--- src/rtl/fept_pkg.sv ---
// Package for the FIFO-evicting peer table: request and status codes, field
// widths, the controller state type and the command/status structs.
// No dependencies.
`default_nettype none

package fept_pkg;

  // Field widths of the stream words.
  localparam int REQ_W      = 2;
  localparam int KEY_W      = 32;
  localparam int PAY_W      = 32;
  localparam int SEL_W      = 4;
  localparam int STAT_W     = 2;
  localparam int SLOT_OUT_W = 4;
  localparam int IN_DATA_W  = 72;
  localparam int OUT_DATA_W = 8;

  // Request kinds.
  localparam logic [REQ_W-1:0] REQ_ADD    = 2'd0;
  localparam logic [REQ_W-1:0] REQ_REMOVE = 2'd1;
  localparam logic [REQ_W-1:0] REQ_LOOKUP = 2'd2;

  // Result status codes.
  localparam logic [STAT_W-1:0] STAT_OK        = 2'd0;
  localparam logic [STAT_W-1:0] STAT_PRESENT   = 2'd1;
  localparam logic [STAT_W-1:0] STAT_NOT_FOUND = 2'd2;
  localparam logic [STAT_W-1:0] STAT_UNUSED    = 2'd3;

  typedef enum logic [2:0] {
    S_IDLE,
    S_DISPATCH,
    S_SCAN,
    S_LINK_RD,
    S_UNLINK,
    S_APPEND_A,
    S_APPEND_B,
    S_RESP
  } state_t;

  // Commands from the controller to the datapath.
  typedef struct packed {
    logic accept;
    logic scan_step;
    logic take_free;
    logic link_rd;
    logic unlink;
    logic append_a;
    logic append_b;
    logic resp_load;
  } cmd_t;

  // Status from the datapath to the controller.
  typedef struct packed {
    logic [REQ_W-1:0] req;
    logic             sel_ok;
    logic             scan_hit;
    logic             scan_last;
    logic             free_any;
  } sts_t;

endpackage

`default_nettype wire

--- src/rtl/fept_ram.sv ---
// Generic single-write, single-read RAM with a registered read port.
// No dependencies.
`default_nettype none

module fept_ram #(
  parameter int WIDTH = 32,
  parameter int DEPTH = 16,
  parameter int AW    = (DEPTH > 1) ? $clog2(DEPTH) : 1
) (
  input  wire logic             clk,
  input  wire logic             wr_en,
  input  wire logic [AW-1:0]    wr_addr,
  input  wire logic [WIDTH-1:0] wr_data,
  input  wire logic             rd_en,
  input  wire logic [AW-1:0]    rd_addr,
  output logic      [WIDTH-1:0] rd_data
);

  logic [WIDTH-1:0] mem [DEPTH];

  // Write port.
  always_ff @(posedge clk) begin
    if (wr_en) begin
      mem[wr_addr] <= wr_data;
    end
  end

  // Registered read port.
  always_ff @(posedge clk) begin
    if (rd_en) begin
      rd_data <= mem[rd_addr];
    end
  end

endmodule

`default_nettype wire

--- src/rtl/fept_dp.sv ---
// Datapath of the peer table: request registers, used marks, list ends,
// key/payload/link memories, the serial key scan and the result register.
// Depends on fept_pkg and fept_ram.
`default_nettype none

module fept_dp #(
  parameter int TABLE_SLOTS = 16
) (
  input  wire logic                           clk,
  input  wire logic                           rst_n,
  input  wire fept_pkg::cmd_t                 cmd,
  output fept_pkg::sts_t                      sts,
  input  wire logic [fept_pkg::REQ_W-1:0]     in_req,
  input  wire logic [fept_pkg::KEY_W-1:0]     in_key,
  input  wire logic [fept_pkg::PAY_W-1:0]     in_pay,
  input  wire logic [fept_pkg::SEL_W-1:0]     in_sel,
  output logic      [fept_pkg::STAT_W-1:0]    res_status,
  output logic      [fept_pkg::SLOT_OUT_W-1:0] res_slot,
  output logic                                res_evicted
);
  import fept_pkg::*;

  localparam int SW = (TABLE_SLOTS > 1) ? $clog2(TABLE_SLOTS) : 1;
  localparam int LW = $clog2(TABLE_SLOTS + 1);
  localparam logic [LW-1:0] NONE = LW'(TABLE_SLOTS);
  localparam logic [SW-1:0] LAST_IDX = SW'(TABLE_SLOTS - 1);

  // Request registers.
  logic [REQ_W-1:0] req_r;
  logic [KEY_W-1:0] key_r;
  logic [PAY_W-1:0] pay_r;
  logic [SEL_W-1:0] sel_r;

  // Table control state.
  logic          used_r [TABLE_SLOTS];
  logic [LW-1:0] oldest_r, oldest_nxt;
  logic [LW-1:0] newest_r, newest_nxt;

  // Scan and operation state.
  logic [LW-1:0] rd_cnt_r;
  logic          cmp_vld_r;
  logic [SW-1:0] cmp_idx_r;
  logic          hit_r;
  logic [SW-1:0] hit_idx_r;
  logic          free_vld_r;
  logic [SW-1:0] free_idx_r;
  logic          evict_r;
  logic [SW-1:0] tgt_r;

  // Memory ports.
  logic [KEY_W-1:0] key_rd;
  logic             key_rd_en;
  logic             key_wr_en;
  logic [LW-1:0]    next_rd, prev_rd;
  logic             next_wr_en, prev_wr_en;
  logic [SW-1:0]    next_wr_addr, prev_wr_addr;
  logic [LW-1:0]    next_wr_data, prev_wr_data;
  logic [SW-1:0]    link_addr;

  // Scan compare on the word read in the previous cycle.
  logic cur_free, scan_hit, sel_in_range;

  assign cur_free     = cmp_vld_r && !used_r[cmp_idx_r];
  assign scan_hit     = cmp_vld_r && used_r[cmp_idx_r] && (key_rd == key_r);
  assign sel_in_range = 32'(sel_r) < 32'(TABLE_SLOTS);
  assign key_rd_en    = cmd.scan_step && (rd_cnt_r < NONE);

  // The entry to unlink: the oldest one on an eviction, else the selected slot.
  assign link_addr = (req_r == REQ_ADD) ? oldest_r[SW-1:0] : SW'(sel_r);

  assign sts.req       = req_r;
  assign sts.sel_ok    = sel_in_range && used_r[SW'(sel_r)];
  assign sts.scan_hit  = scan_hit;
  assign sts.scan_last = cmp_vld_r && (cmp_idx_r == LAST_IDX);
  assign sts.free_any  = free_vld_r || cur_free;

  // Request capture.
  always_ff @(posedge clk) begin
    if (cmd.accept) begin
      req_r <= in_req;
      key_r <= in_key;
      pay_r <= in_pay;
      sel_r <= in_sel;
    end
  end

  // Scan counters, hit and free slot tracking, target slot.
  always_ff @(posedge clk) begin
    if (!rst_n) begin
      rd_cnt_r   <= '0;
      cmp_vld_r  <= 1'b0;
      hit_r      <= 1'b0;
      free_vld_r <= 1'b0;
      evict_r    <= 1'b0;
    end else if (cmd.accept) begin
      rd_cnt_r   <= '0;
      cmp_vld_r  <= 1'b0;
      hit_r      <= 1'b0;
      free_vld_r <= 1'b0;
      evict_r    <= 1'b0;
    end else begin
      if (cmd.scan_step) begin
        cmp_vld_r <= key_rd_en;
        if (key_rd_en) begin
          rd_cnt_r <= rd_cnt_r + LW'(1);
        end
        if (scan_hit) begin
          hit_r <= 1'b1;
        end
        if (cur_free && !free_vld_r) begin
          free_vld_r <= 1'b1;
        end
      end
      // An entry is being unlinked: the eviction of an add or a remove.
      if (cmd.link_rd) begin
        evict_r <= 1'b1;
      end
    end
  end

  always_ff @(posedge clk) begin
    if (cmd.scan_step) begin
      cmp_idx_r <= rd_cnt_r[SW-1:0];
      if (scan_hit) begin
        hit_idx_r <= cmp_idx_r;
      end
      if (cur_free && !free_vld_r) begin
        free_idx_r <= cmp_idx_r;
      end
    end
    if (cmd.link_rd) begin
      tgt_r <= link_addr;
    end else if (cmd.take_free) begin
      tgt_r <= free_vld_r ? free_idx_r : cmp_idx_r;
    end
  end

  // List end pointers.
  always_comb begin
    oldest_nxt = oldest_r;
    newest_nxt = newest_r;
    if (cmd.unlink) begin
      if (oldest_r == LW'(tgt_r)) begin
        oldest_nxt = next_rd;
      end
      if (newest_r == LW'(tgt_r)) begin
        newest_nxt = prev_rd;
      end
    end else if (cmd.append_a) begin
      if (newest_r == NONE) begin
        oldest_nxt = LW'(tgt_r);
      end
      newest_nxt = LW'(tgt_r);
    end
  end

  always_ff @(posedge clk) begin
    if (!rst_n) begin
      oldest_r <= NONE;
      newest_r <= NONE;
    end else begin
      oldest_r <= oldest_nxt;
      newest_r <= newest_nxt;
    end
  end

  // Used marks.
  always_ff @(posedge clk) begin
    if (!rst_n) begin
      for (int i = 0; i < TABLE_SLOTS; i++) begin
        used_r[i] <= 1'b0;
      end
    end else if (cmd.unlink) begin
      used_r[tgt_r] <= 1'b0;
    end else if (cmd.append_b) begin
      used_r[tgt_r] <= 1'b1;
    end
  end

  // Link memory write selection for unlink and append.
  always_comb begin
    next_wr_en   = 1'b0;
    next_wr_addr = tgt_r;
    next_wr_data = NONE;
    prev_wr_en   = 1'b0;
    prev_wr_addr = tgt_r;
    prev_wr_data = newest_r;
    if (cmd.unlink) begin
      next_wr_en   = prev_rd != NONE;
      next_wr_addr = prev_rd[SW-1:0];
      next_wr_data = next_rd;
      prev_wr_en   = next_rd != NONE;
      prev_wr_addr = next_rd[SW-1:0];
      prev_wr_data = prev_rd;
    end else if (cmd.append_a) begin
      next_wr_en   = newest_r != NONE;
      next_wr_addr = newest_r[SW-1:0];
      next_wr_data = LW'(tgt_r);
      prev_wr_en   = 1'b1;
    end else if (cmd.append_b) begin
      next_wr_en   = 1'b1;
    end
  end

  assign key_wr_en = cmd.append_a;

  fept_ram #(.WIDTH(KEY_W), .DEPTH(TABLE_SLOTS), .AW(SW)) u_key_ram (
    .clk     (clk),
    .wr_en   (key_wr_en),
    .wr_addr (tgt_r),
    .wr_data (key_r),
    .rd_en   (key_rd_en),
    .rd_addr (rd_cnt_r[SW-1:0]),
    .rd_data (key_rd)
  );

  // Payload is stored with the entry; no result depends on it.
  fept_ram #(.WIDTH(PAY_W), .DEPTH(TABLE_SLOTS), .AW(SW)) u_pay_ram (
    .clk     (clk),
    .wr_en   (key_wr_en),
    .wr_addr (tgt_r),
    .wr_data (pay_r),
    .rd_en   (1'b0),
    .rd_addr (tgt_r),
    .rd_data ()
  );

  fept_ram #(.WIDTH(LW), .DEPTH(TABLE_SLOTS), .AW(SW)) u_next_ram (
    .clk     (clk),
    .wr_en   (next_wr_en),
    .wr_addr (next_wr_addr),
    .wr_data (next_wr_data),
    .rd_en   (cmd.link_rd),
    .rd_addr (link_addr),
    .rd_data (next_rd)
  );

  fept_ram #(.WIDTH(LW), .DEPTH(TABLE_SLOTS), .AW(SW)) u_prev_ram (
    .clk     (clk),
    .wr_en   (prev_wr_en),
    .wr_addr (prev_wr_addr),
    .wr_data (prev_wr_data),
    .rd_en   (cmd.link_rd),
    .rd_addr (link_addr),
    .rd_data (prev_rd)
  );

  // Result register, loaded once the request is complete.
  always_ff @(posedge clk) begin
    if (cmd.resp_load) begin
      res_status  <= STAT_OK;
      res_slot    <= '0;
      res_evicted <= 1'b0;
      case (req_r)
        REQ_ADD: begin
          if (hit_r) begin
            res_status <= STAT_PRESENT;
          end else begin
            res_slot    <= SLOT_OUT_W'(tgt_r);
            res_evicted <= evict_r;
          end
        end
        REQ_REMOVE: begin
          if (!evict_r && !sts.sel_ok) begin
            res_status <= STAT_UNUSED;
          end
        end
        REQ_LOOKUP: begin
          if (hit_r) begin
            res_slot <= SLOT_OUT_W'(hit_idx_r);
          end else begin
            res_status <= STAT_NOT_FOUND;
          end
        end
        default: begin
          res_status <= STAT_OK;
        end
      endcase
    end
  end

`ifndef SYNTHESIS
  // Both list ends are empty together or set together.
  a_ends_agree: assert property (@(posedge clk) disable iff (!rst_n)
    (oldest_r == NONE) == (newest_r == NONE))
    else $error("list ends disagree on emptiness");

  // A slot is filled only when it is free.
  a_fill_free: assert property (@(posedge clk) disable iff (!rst_n)
    cmd.append_b |-> !used_r[tgt_r])
    else $error("append into a used slot");
`endif

endmodule

`default_nettype wire

--- src/rtl/fept_ctrl.sv ---
// Controller of the peer table: sequences scan, unlink and append steps and
// owns the input ready and output valid of the stream ports.
// Depends on fept_pkg.
`default_nettype none

module fept_ctrl (
  input  wire logic           clk,
  input  wire logic           rst_n,
  input  wire logic           in_tvalid,
  output logic                in_tready,
  output logic                out_tvalid,
  input  wire logic           out_tready,
  input  wire fept_pkg::sts_t sts,
  output fept_pkg::cmd_t      cmd
);
  import fept_pkg::*;

  state_t state_r, state_nxt;
  logic   out_valid_r, out_valid_nxt;

  assign in_tready  = (state_r == S_IDLE);
  assign out_tvalid = out_valid_r;

  // State and output valid registers.
  always_ff @(posedge clk) begin
    if (!rst_n) begin
      state_r     <= S_IDLE;
      out_valid_r <= 1'b0;
    end else begin
      state_r     <= state_nxt;
      out_valid_r <= out_valid_nxt;
    end
  end

  // Next state and commands.
  always_comb begin
    state_nxt     = state_r;
    cmd           = '0;
    out_valid_nxt = out_valid_r && !out_tready;
    case (state_r)
      S_IDLE: begin
        if (in_tvalid) begin
          cmd.accept = 1'b1;
          state_nxt  = S_DISPATCH;
        end
      end
      S_DISPATCH: begin
        if (sts.req == REQ_ADD || sts.req == REQ_LOOKUP) begin
          state_nxt = S_SCAN;
        end else if (sts.req == REQ_REMOVE && sts.sel_ok) begin
          state_nxt = S_LINK_RD;
        end else begin
          state_nxt = S_RESP;
        end
      end
      S_SCAN: begin
        cmd.scan_step = 1'b1;
        if (sts.scan_hit || sts.scan_last) begin
          if (sts.req != REQ_ADD || sts.scan_hit) begin
            state_nxt = S_RESP;
          end else if (sts.free_any) begin
            cmd.take_free = 1'b1;
            state_nxt     = S_APPEND_A;
          end else begin
            state_nxt = S_LINK_RD;
          end
        end
      end
      S_LINK_RD: begin
        cmd.link_rd = 1'b1;
        state_nxt   = S_UNLINK;
      end
      S_UNLINK: begin
        cmd.unlink = 1'b1;
        state_nxt  = (sts.req == REQ_ADD) ? S_APPEND_A : S_RESP;
      end
      S_APPEND_A: begin
        cmd.append_a = 1'b1;
        state_nxt    = S_APPEND_B;
      end
      S_APPEND_B: begin
        cmd.append_b = 1'b1;
        state_nxt    = S_RESP;
      end
      S_RESP: begin
        if (!out_valid_r || out_tready) begin
          cmd.resp_load = 1'b1;
          out_valid_nxt = 1'b1;
          state_nxt     = S_IDLE;
        end
      end
      default: begin
        state_nxt = S_IDLE;
      end
    endcase
  end

`ifndef SYNTHESIS
  // An accepted word is dispatched in the next cycle.
  a_dispatch: assert property (@(posedge clk) disable iff (!rst_n)
    (in_tvalid && in_tready) |=> (state_r == S_DISPATCH))
    else $error("accepted word not dispatched");

  // A new result appears only out of the response state.
  a_resp_src: assert property (@(posedge clk) disable iff (!rst_n)
    $rose(out_valid_r) |-> ($past(state_r) == S_RESP))
    else $error("result raised outside response state");

  // Unlinking always follows the link read.
  a_unlink_order: assert property (@(posedge clk) disable iff (!rst_n)
    (state_r == S_UNLINK) |-> ($past(state_r) == S_LINK_RD))
    else $error("unlink without link read");
`endif

endmodule

`default_nettype wire

--- src/rtl/fifo_evicting_peer_table_top.sv ---
// Top level of the FIFO-evicting peer table: stream ports, controller and
// datapath. Depends on fept_pkg, fept_ctrl, fept_dp and fept_ram.
`default_nettype none

// A table of TABLE_SLOTS peer entries keyed by 32-bit IPv4 address, kept in
// insertion order by a doubly linked list. Add stores a new key in the lowest
// free slot, or evicts the oldest entry when the table is full, and rejects a
// key already present. Remove frees a slot by index; lookup returns the slot
// holding a key. One request is handled at a time and gives one result word.
// Add and lookup scan the key memory one slot per cycle, with early exit on a
// hit. An add into a free slot then appends the entry; an add that evicts
// first reads the links of the oldest entry and unlinks it. A valid remove
// reads and unlinks the selected entry; a remove of an unused slot or an
// unknown request goes from dispatch straight to the response. A result
// appears in the same cycle as the next word can be accepted. The next request
// is accepted while the previous result waits on the output; its own result
// then waits until the output register is free. No clearing pass is needed
// after reset.
module fifo_evicting_peer_table_top #(
  parameter int TABLE_SLOTS = 16
) (
  input  wire logic        clk,
  input  wire logic        rst_n,
  input  wire logic        in_tvalid,
  output logic             in_tready,
  // [31:0] peer_key, [63:32] peer_payload, [67:64] slot_sel, [71:68] zero
  input  wire logic [71:0] in_tdata,
  // [1:0] req_type
  input  wire logic [1:0]  in_tuser,
  output logic             out_tvalid,
  input  wire logic        out_tready,
  // [1:0] status, [5:2] slot_out, [6] evicted, [7] zero
  output logic [7:0]       out_tdata
);
  import fept_pkg::*;

  cmd_t                  cmd;
  sts_t                  sts;
  logic [STAT_W-1:0]     res_status;
  logic [SLOT_OUT_W-1:0] res_slot;
  logic                  res_evicted;

  fept_ctrl u_ctrl (
    .clk        (clk),
    .rst_n      (rst_n),
    .in_tvalid  (in_tvalid),
    .in_tready  (in_tready),
    .out_tvalid (out_tvalid),
    .out_tready (out_tready),
    .sts        (sts),
    .cmd        (cmd)
  );

  fept_dp #(.TABLE_SLOTS(TABLE_SLOTS)) u_dp (
    .clk         (clk),
    .rst_n       (rst_n),
    .cmd         (cmd),
    .sts         (sts),
    .in_req      (in_tuser),
    .in_key      (in_tdata[31:0]),
    .in_pay      (in_tdata[63:32]),
    .in_sel      (in_tdata[67:64]),
    .res_status  (res_status),
    .res_slot    (res_slot),
    .res_evicted (res_evicted)
  );

  // Result word packing.
  assign out_tdata = {1'b0, res_evicted, res_slot, res_status};

endmodule

`default_nettype wire

--- config.mk ---
export PLATFORM = sky130hd
export DESIGN_NAME = fifo_evicting_peer_table_top
export DESIGN_NICKNAME = d
export VERILOG_FILES = /design/src/rtl/fept_pkg.sv /design/src/rtl/fept_ram.sv /design/src/rtl/fept_dp.sv /design/src/rtl/fept_ctrl.sv /design/src/rtl/fifo_evicting_peer_table_top.sv
export SDC_FILE = /design/constraint.sdc
export NUM_CORES = 1
export LEC_CHECK = 0
export ABC_AREA = 1
export BUFFER_PORTS_ARGS = -buffer_cell sky130_fd_sc_hd__buf_2
export CAP_MARGIN = 40
export CORE_MARGIN = 2
export CORE_UTILIZATION = 60
export CTS_CLUSTER_SIZE = 24
export DETAILED_ROUTE_END_ITERATION = 8
export PLACE_DENSITY = 0.77
export SYNTH_ARGS = -nofsm -noshare
export SYNTH_HDL_FRONTEND = slang
export SYNTH_HIERARCHICAL = 1
export SYNTH_SLANG_ARGS = --single-unit
--- constraint.sdc ---
create_clock -name clk -period 5.5 [get_ports clk]
set_input_delay 0.275 -clock clk [delete_from_list [all_inputs] [get_ports clk]]
set_output_delay 0.275 -clock clk [all_outputs]
set_load 0.02 [all_outputs]
## Word-level counts from Yosys, hierarchy flattened

Memory sizes are Yosys's and may differ from the RTL's. A register that Yosys moved wholly into a read port is not among the register bits.
Index checks and enable logic that the tools add are counted.

- Add/subtract/negate cells: 1
- Reductions and logical operators: 35
- Multiplexer cells: 70
- Eq/ne operators: 22
- Bitwise operators: 3
- $lt $le $gt $ge: 1

Operator list:

| cell | count |
|---|---|
| two-way mux 5 bit | 10 |
| two-way mux 4 bit | 12 |
| two-way mux 1 bit | 34 |
| == test 32 bit | 1 |
| one-hot mux 3 bit (8 select lines) | 1 |
| two-way mux 3 bit | 7 |
| inequality test 5 bit (second input constant) | 3 |
| == test 3 bit (second input constant) | 4 |
| == test 5 x 4 -> 1 bit | 2 |
| logical AND 1 bit | 9 |
| two-way mux 2 bit | 4 |
| inequality test 2 x 1 -> 1 bit (second input constant) | 4 |
| one-hot mux 4 bit (2 select lines) | 1 |
| AND reduction 2 bit | 4 |
| nonzero test 2 bit | 4 |
| == test 3 x 2 -> 1 bit (second input constant) | 2 |
| zero test 1 bit | 6 |
| one-hot mux 2 bit (3 select lines) | 1 |
| AND reduction 3 bit | 2 |
| adder 5 x 1 -> 5 bit (second input constant) | 1 |
| == test 5 bit (second input constant) | 1 |
| logical OR 1 bit | 5 |
| less-than comparator 5 bit (second input constant) | 1 |
| == test 4 bit (second input constant) | 1 |
| 10 further kinds | 12 |

- Memories kept: 4
- RAM bits: 688
- Output and inout bits: 10
- Input bits: 78
- Word-level logic and storage cells: 155
- Register bits: 84

Memories:

| memory | depth | bits a word | read ports | clocked after Yosys merged registers in | write ports | line | text |
|---|---|---|---|---|---|---|---|
| u_dp.u_key_ram.mem | 16 | 32 | 1 | 1 | 1 | fept_ram.sv:19 | `logic [WIDTH-1:0] mem [DEPTH];` |
| u_dp.u_next_ram.mem | 16 | 5 | 1 | 1 | 1 | fept_ram.sv:19 |  |
| u_dp.u_prev_ram.mem | 16 | 5 | 1 | 1 | 1 | fept_ram.sv:19 |  |
| u_dp.used_r | 16 | 1 | 2 | 2 | 16 | fept_dp.sv:35 | `logic used_r [TABLE_SLOTS];` |

## Depth between registers and ports, before layout

- Depth after elaboration: 9
- Mapped depth: 18
- Gate-level depth less buffers: 17

## Modules after synthesis

Netlist, hierarchy kept.

By module, submodules not included:

| module | times used | cells each | area an instance (um^2) |
|---|---|---|---|
| fept_ram (u_dp.u_key_ram) | 1 | 2120 | 23050.9 |
| fept_ram (u_dp.u_next_ram ...) | 2 | 355 | 3741.1 |
| fept_dp | 1 | 673 | 5278.8 |
| fept_ctrl | 1 | 69 | 411.6 |
| fifo_evicting_peer_table_top | 1 | 3 | 18.8 |

## Worst setup path before layout

Ideal clock, no wire load.

- Path type: reg2reg
- From: register u_ctrl.state_r[1]
- To: register u_dp.rd_cnt_r[4]
- Cell stages (with the launch flop): 8
- Buffers on the path: 0
- Data required time: 5391 ps
- Slack: 1074 ps
- Arrival: 4317 ps
- Setup time: 109 ps
- Cell sequence: dfxtp_1 -> inv_2 -> nand2_2 -> nor3_1 -> inv_1 -> nand2_1 -> or2_1 -> inv_1

RTL lines:

| element | line | text |
|---|---|---|
| start, declared | fept_ctrl.sv:18 | `state_t state_r, state_nxt;` |
| start signal, assigned | fept_ctrl.sv:30 | `state_r <= state_nxt;` |
| end signal, assigned | fept_dp.sv:105 | `rd_cnt_r <= rd_cnt_r + LW'(1);` |
| end, declared | fept_dp.sv:40 | `logic [LW-1:0] rd_cnt_r;` |

==> reports/metrics.cfg <==
[global_routing]
grt_antenna_before_repair = 0
overflow = 0
grt_pass1_vias = 23841
grt_pass1_wl_um = 129000
grt_max_degree = 150
grtUsageTotal = 0.270

[synthesis]
ys_ff_latch = 822
synth.avg_cell_area_um2 = 10.1
synthesis.nets = 3654
syn_inst = 3575
netlist_area_um2 = 36200
yosysSeqAreaShare = 0.668
ys.warnings.count = 6
yosysUniqueCellTypes = 46

[route]
met1_length_um = 32400
top_layer = met4
ant_nets = 0
drc = 0
wl_per_cell_um = 18.7
via_count = 24877
wl_met2_um = 40400
vias_per_cell = 5.52
first_iter_violations = 2892
wl_met3_um = 8620
first_pass_iters = 6
routed_wl_um = 84400

[cells_and_area]
fillCellCount = 4160
drive_gt1_frac = 0.100
multi_input_area_um2 = 8630
final_nets = 3733
seqCellArea_um2 = 24200
n_antenna_cell = 0
area_growth_pct = 11.2

[worst_hold_path]
min-delay-start = in_tvalid
hold_end = u_ctrl/state_r[0]
hold_path.class = primary input to flop
holdPathStages = 5

[clock_network]
cts_max_level = 3
cts_made_buffers = 83
clk_latency_ns = 0.64
clk_pin_slew_ns = 0.06
ctsRootBufferMaster = clkbuf_16
cts_sinks = 822
cts_buffer_depth = 3
cts_tree = done
postCtsSetupBuffers = 0

[sta]
hold_viol = 0
max_freq_mhz = 312
finalClockSkew_ns = 0.0279
finalMaxSlewViolations = 0
setup_viol = 0
worst_pin_slew_ns = 0.946
relSlewSlack = 0.369
fin_crit_ns = 3.21
fin_crit_sh = 0.583
whs_ns = 0.0492
rsz0062_at_grt = no
finalSetupTns_ns = 0

[setup_path]
critPathMaxStageDelay_ns = 0.79
start_kind = flop
critical_path_required_ns = 5.78
r2r-end = u_dp/u_key_ram/mem[13][5]
ff2ff_setup_slack_ns = 2.29
cp-end-kind = flop
cp_common_cell = nor2_1
cp_cell_sequence = inv_2 > nor2_1 > inv_1 > nor2_1 > nand3_1 > nor2_4 > buf_4
r2r-start = u_ctrl/state_r[0]
critPathKind = flop to flop
slowest_stage = nor2_4
reg2reg_depth = 7
arrival_ns = 3.49
cp_max_fo = 17

[pwr]
p_leak_nw = 16.9
p_per_area_nw_per_um2 = 400
peakVddDrop_mv = 0.366

[floorplan]
fp.dieH_um = 250
die_w_um = 250
start_util = 0.604
top_level_ports = 88
die-area_um2 = 62400
core-area_um2 = 60000
placementRows = 90

[run_status]
status = finished clean

[place]
hpwl_um = 47000
place.gp.congestion = 0.885
io_buffers = 50

[flow_run]
cap_violations = 0

report_power, final:
part	internal, mW	switching, mW
combinational	0.699	1.79
sequential	7.40	0.383
clock	3.49	2.37
critical path, delay by kind of cell (launching register included):
family | cells | cell delay, ns
AND/OR/NAND/NOR | 4 | 1.79
buffers and inverters | 3 | 0.63
flip-flops | 1 | 0.41
per-layer routing:
metal | track usage | vias to the layer above
li1 | - | 11734
met1 | 0.355 | 11684
met2 | 0.443 | 1231
met3 | 0.0508 | 228
met4 | 0.115 | 0
met5 | 0 | -
sequential cells by signal, summed over array words and instances, names as in the netlist, 5 cells and up, named ones only:
register and cells:
u_dp/used_r 16, u_dp/key_r 32, u_dp/u_next_ram/rd_data 5, u_dp/u_prev_ram/rd_data 5
u_dp/rd_cnt_r 5, u_dp/u_next_ram/mem 80, u_dp/u_key_ram/rd_data 32, u_dp/u_prev_ram/mem 80
u_dp/newest_r 5, u_dp/u_key_ram/mem 512, u_dp/oldest_r 5
logic make-up after synthesis:
logic type / Yosys count / share of synthesized area
AOI/OAI and AO/OA: 108 / 0.0171
xor gates and xnor gates: 11 / 0.00266
adders and majority gates: 1 / 0.000345
buffers and inverters: 807 / 0.0971
DFF: 822 / 0.668
other: 1 / 0.000103
and+or+nand+nor: 1825 / 0.215
layout by cell type, fill, tap and decap left out, drive strengths merged:
cell type	netlist	routed
a211oi	1	1
a21oi	18	18
a31oi	1	1
buf	129	102
bufinv	0	12
clkbuf	18	100
clkinv	1	30
clkinvlp	0	7
conb	1	1
dfxtp	47	47
dlygate4sd3	0	39
edfxtp	775	775
ha	1	1
inv	659	664
nand2	1097	1097
nand3	559	559
nand3b	7	7
nand4	15	15
nor2	124	124
nor3	12	12
nor3b	3	3
nor4	3	3
o211ai	14	14
o21a	1	1
o21ai	66	66
o221ai	4	4
o22ai	3	3
or2	4	4
or4	1	1
xnor2	8	8
xor2	3	3
how the worst max path moves through the flow:
| stage | startpoint | end | slack (ns) | depth (start not counted) |
|---|---|---|---|---|
| floorplan | u_ctrl/state_r[1] | u_dp/rd_cnt_r[4] | 1.07 | 7 |
| global placement | u_ctrl/state_r[0] | u_dp/u_key_ram/mem[10][20] | 2.35 | 7 |
| detailed placement | u_ctrl/state_r[0] | u_dp/u_key_ram/mem[12][8] | 2.36 | 7 |
| CTS | u_ctrl/state_r[0] | u_dp/u_key_ram/mem[12][5] | 2.31 | 7 |
| global route | u_ctrl/state_r[2] | u_dp/u_next_ram/mem[8][4] | 2.02 | 7 |
| finish | u_ctrl/state_r[0] | u_dp/u_key_ram/mem[13][5] | 2.29 | 7 |
timing repair:
action,in CTS,in global routing
endpoints found under the hold margin,43,0
hold buffers,39,0
gates resized for setup,0,0
final cells by class:
| class | instances | area share |
|---|---|---|
| Sequential cell | 822 | 0.601 |
| Multi-Input combinational cell | 1946 | 0.214 |
| Inverter | 660 | 0.0620 |
| Clock buffer | 100 | 0.0557 |
| Timing Repair Buffer | 141 | 0.0270 |
| Tap cell | 782 | 0.0243 |
| Clock inverter | 53 | 0.0153 |
synthesized netlist by cell type (all sizes together):
| library cell | instances | share of area |
|---|---|---|
| a211oi | 1 | 0.00035 |
| o22ai | 3 | 0.00052 |
| o21a | 1 | 0.00021 |
| or4 | 1 | 0.00021 |
| xor2 | 3 | 0.00073 |
| nand3b | 7 | 0.0014 |
| o211ai | 14 | 0.0030 |
| ha | 1 | 0.00035 |
| nor4 | 3 | 0.00052 |
| edfxtp | 775 | 0.64 |
| a31oi | 1 | 0.00017 |
| o221ai | 4 | 0.00097 |
| inv | 659 | 0.069 |
| conb | 1 | 0.00010 |
| nor3b | 3 | 0.00062 |
| buf | 129 | 0.026 |
| nand3 | 559 | 0.077 |
| nor3 | 12 | 0.0018 |
| a21oi | 18 | 0.0026 |
| clkbuf | 18 | 0.0019 |
| clkinv | 1 | 0.00010 |
| nor2 | 124 | 0.014 |
| or2 | 4 | 0.00069 |
| nand4 | 15 | 0.0026 |
| nand2 | 1097 | 0.12 |
| o21ai | 66 | 0.0092 |
| xnor2 | 8 | 0.0019 |
| dfxtp | 47 | 0.026 |
per-stage QoR:
stage / total power [mW] / cells / instance area, um2 / utilization / worst slack, ns
floorplan: 9.68 / 3575 / 36200 / - / 1.07
global placement: 10.2 / 4305 / 36900 / 0.615 / 2.35
detailed placement: 10.3 / 4312 / 37000 / 0.617 / 2.36
CTS: 16.1 / 4504 / 40300 / 0.671 / 2.31
global route: 16.7 / 4504 / 40300 / 0.671 / 2.02
finish: 16.1 / 4504 / 40300 / 0.671 / 2.29
(Power assumes the default switching activity.)
